==> src/hw/rtl/hs_pkg.sv <==
`timescale 1ns / 1ps

package hs_pkg;

  // Element width of the stream payload
  localparam int DATA_W = 32;

  // Datapath operations issued by the controller, one per cycle
  typedef enum logic [3:0] {
    OP_IDLE,
    OP_TAKE,
    OP_SETUP,
    OP_BUILD_RD,
    OP_BUILD_LD,
    OP_EXT_RD,
    OP_EXT_SWAP,
    OP_SIFT,
    OP_OUT_RD,
    OP_OUT_LD
  } dp_op_t;

  // Controller states
  typedef enum logic [3:0] {
    S_COLLECT,
    S_SETUP,
    S_BUILD_RD,
    S_BUILD_LD,
    S_BUILD_SIFT,
    S_EXT_RD,
    S_EXT_SWAP,
    S_EXT_SIFT,
    S_OUT_RD,
    S_OUT_LD
  } ctrl_state_t;

  // Datapath status back to the controller
  typedef struct packed {
    logic in_fire;     // input transfer this cycle
    logic in_last;     // transferred item closes the set
    logic few;         // fewer than two elements stored
    logic idx_zero;    // heap build reached the root
    logic size_gt1;    // more extraction steps remain
    logic sift_done;   // sift-down settled this cycle
    logic out_free;    // output register can take a result
    logic out_last;    // result being loaded is the final one
  } stat_t;

endpackage

==> src/hw/rtl/hs_ctrl.sv <==
`timescale 1ns / 1ps

module hs_ctrl (
  input  logic           clk,
  input  logic           rst,
  input  hs_pkg::stat_t  stat,
  output hs_pkg::dp_op_t op
);
  import hs_pkg::*;

  ctrl_state_t state;
  ctrl_state_t state_next;

  // State register
  always_ff @(posedge clk) begin
    if (rst) begin
      state <= S_COLLECT;
    end else begin
      state <= state_next;
    end
  end

  // Next state and datapath operation
  always_comb begin
    state_next = state;
    op         = OP_IDLE;
    unique case (state)
      S_COLLECT: begin
        op = OP_TAKE;
        if (stat.in_fire && stat.in_last) begin
          state_next = S_SETUP;
        end
      end
      S_SETUP: begin
        op = OP_SETUP;
        state_next = stat.few ? S_OUT_RD : S_BUILD_RD;
      end
      S_BUILD_RD: begin
        op = OP_BUILD_RD;
        state_next = S_BUILD_LD;
      end
      S_BUILD_LD: begin
        op = OP_BUILD_LD;
        state_next = S_BUILD_SIFT;
      end
      S_BUILD_SIFT: begin
        op = OP_SIFT;
        if (stat.sift_done) begin
          state_next = stat.idx_zero ? S_EXT_RD : S_BUILD_RD;
        end
      end
      S_EXT_RD: begin
        op = OP_EXT_RD;
        state_next = S_EXT_SWAP;
      end
      S_EXT_SWAP: begin
        op = OP_EXT_SWAP;
        state_next = S_EXT_SIFT;
      end
      S_EXT_SIFT: begin
        op = OP_SIFT;
        if (stat.sift_done) begin
          state_next = stat.size_gt1 ? S_EXT_RD : S_OUT_RD;
        end
      end
      S_OUT_RD: begin
        op = OP_OUT_RD;
        state_next = S_OUT_LD;
      end
      S_OUT_LD: begin
        op = OP_OUT_LD;
        if (stat.out_free) begin
          state_next = stat.out_last ? S_COLLECT : S_OUT_RD;
        end
      end
      default: begin
        state_next = S_COLLECT;
      end
    endcase
  end

endmodule

==> config.mk <==
export PLATFORM = sky130hd
export DESIGN_NAME = hs_ctrl
export DESIGN_NICKNAME = d
export VERILOG_FILES = /design/src/hw/rtl/hs_pkg.sv /design/src/hw/rtl/hs_ctrl.sv
export SDC_FILE = /design/constraint.sdc
export NUM_CORES = 1
export LEC_CHECK = 0
export ABC_AREA = 0
export BUFFER_PORTS_ARGS = -buffer_cell sky130_fd_sc_hd__clkbuf_2
export CORE_AREA = 2 2 39 41
export DETAILED_ROUTE_END_ITERATION = 8
export DIE_AREA = 0 0 41 43
export RECOVER_POWER = 25
export SKIP_CTS_REPAIR_TIMING = 1
export SYNTH_ARGS = -nofsm -noshare
export SYNTH_HDL_FRONTEND = slang
export SYNTH_SLANG_ARGS = --single-unit
==> constraint.sdc <==
create_clock -name clk -period 1.6 [get_ports clk]
set_input_delay 0.24 -clock clk [delete_from_list [all_inputs] [get_ports clk]]
set_output_delay 0.24 -clock clk [all_outputs]
set_load 0.01 [all_outputs]
==> results.ini <==
[clock_tree]
clock-root-buffer=clkbuf_4
cts-htree-levels=1
clk_pin_slew_ns=0.04
cts_buffer_depth=2
cts_inserted_buffers=3
clkSinkCount=4
cts_tree=yes
insertion_delay_ns=0.23

[global_routing]
grt_antenna_before_repair=0
grt_max_degree=15
overflow=0
grt_pass1_wl_mm=1.35
grt_pass1_vias=350
track_usage_pct=11.1

[logic_synthesis]
yosysWarnings=0
postSynthAreaPerCell_um2=7.43
yosysUniqueCellTypes=29
synthTopCellsByArea=dfxtp_1, a21oi_1, nand4b_1
synth_area_um2=379
synth_cells=51
ys_ff_latch=4
ys_seq_area_share_pct=21.1
synthesis.nets=61
yosysTopAreaCell=dfxtp_1
synth_top_area_share_pct=21.1

[floorplan]
die_y_um=43
start_util_pct=27.4
fp.dieW_um=41
rows=14
ios=14
core_area_mm2=0.00138
dieArea_mm2=0.00176

[sta]
rsz0062_at_grt=no
max_slew_margin_pct=71.3
timing.final.hold_violations=0
hold_ws_ns=0.229
fin_crit_ns=1.54
tns_ns=0
finalSetupViolCount=0
maxSlewViolCount=0
worst_pin_slew_ns=0.430
layout_setup_ws_ns=0.0600
post-route-period-util_pct=96.3
fmaxAchievable_mhz=649
finalClockSkew_ns=0.000864

[critical_path]
required_ns=1.36
crit_fanout=7
r2r_slack_ns=0.20
crit_arrival_ns=1.30
crit_type=reg -> out
setup.worst_path.start_class=register
end_kind=primary output

[pwr]
vdd.ir_drop.worst_mv=0.335
cellPowerDensity_mw_per_mm2=693
p_leak_nw=0.198
power.total_uw=340

[detailed_routing]
postRouteAntennaNets=0
drc=0
drt_iter0_drc=10
totalWireLength_um=908
first_pass_iters=4
post_drt_wl_per_cell_um=11.2
vias=421
vias_per_cell=5.20

[place]
dpl.hpwl_um=705
dpl.cell_count=78
place_ws_ns=0.0777
gp_congestion=0.841
portBuffers=13

[final_layout]
nFillCells=149
num_antenna_cells=0
top_register=state
largest_reg_flops=4
drive_gt1_share_pct=40.0
regArea_um2=86.3
fin_cells=81
syn2layout_area_growth_pct=29.4
nNetsFinal=77
largestRegisters=state (4)
multi_input_area_um2=274

[min_path]
hold_path_class=in -> reg

[flow_run]
maxCapViolations=0

[run_status]
status=completed

-- worst max-delay path: stages (launching register included) --
cell     delay, ns
dfxtp_2       0.34
buf_4         0.15
or2_4         0.26
o22ai_1       0.16
buf_2         0.15
-- metrics by stage --
step / utilization (%) / instance area (um2)
after floorplan: - / 379
after global placement: 32.8 / 454
after detailed placement: 32.8 / 454
after CTS: 34.4 / 477
after global routing: 35.4 / 490
final: 35.4 / 490
-- synthesized netlist by cell type --
master / number
o221ai_1: 1
inv_1: 2
a21oi_1: 6
nand3_1: 2
o21bai_1: 1
nand4b_1: 3
a211o_1: 1
o21ai_1: 1
or2_4: 1
or3_4: 1
o211ai_1: 1
a311oi_1: 1
nand4_1: 2
o22ai_1: 2
nand2_1: 3
o2111ai_1: 1
nor3_1: 1
or3_1: 2
xor2_1: 1
dfxtp_1: 4
buf_2: 2
nor2_1: 4
nor2b_1: 1
a31oi_1: 1
mux2_2: 1
clkbuf_1: 1
or4_4: 1
nand2b_1: 2
buf_6: 1
-- area by class of cell --
type / count / share of cell area [%]
multi-input cells: 41 / 55.9
well taps: 16 / 4.08
flip-flops and latches: 4 / 17.6
inverters: 2 / 1.53
repair buffers: 15 / 16.3
clock buffers: 3 / 4.59
-- power by group --
part	leakage (nW)	internal, mW	switching, mW
Sequential	0.0341	0.106	0.0172
Combinational	0.150	0.0523	0.0421
Clock	0.0138	0.0837	0.0384
Total	0.198	0.242	0.0977
-- logic make-up (layout without fill, tap and decap cells) --
family                 Yosys count  in the layout  synth area share (%)
buffers and inverters            6             20                  8.58
AO/OA/AOI/OAI                   16             16                  27.4
flip-flops                       4              4                  21.1
XOR/XNOR                         1              1                  2.31
AND/OR/NAND/NOR                 23             23                  37.6
multiplexers                     1              1                  2.97
-- cells in the final DEF, fill, tap and decap left out, drive strengths merged, types with 2 or more instances in the layout --
| cell type | synthesis | final |
|---|---|---|
| clkbuf | 1 | 15 |
| inv | 2 | 2 |
| dfxtp | 4 | 4 |
| or3 | 3 | 3 |
| nand4 | 2 | 2 |
| nand2b | 2 | 2 |
| nand4b | 3 | 3 |
| nand3 | 2 | 2 |
| o22ai | 2 | 2 |
| buf | 3 | 3 |
| nor2 | 4 | 4 |
| a21oi | 6 | 6 |
| nand2 | 3 | 3 |
-- final timing paths --
path                 start        to  cells after the start
setup / recovery  state[2]     op[0]                      4
hold / removal         rst  state[0]                      2
hold reg to reg   state[2]  state[1]                      2
setup reg to reg  state[2]  state[3]                      5
-- layer usage --
metal,wire [um],share of wire [%],vias up,GRT usage (%)
met4,19,2.1,0,6.00
met5,0,0,-,0
met2,441,49,8,17.8
met1,420,46,187,13.2
li1,-,-,224,-
met3,27,3.0,2,1.57
Note: power is estimated with default switching activity, not from simulation.
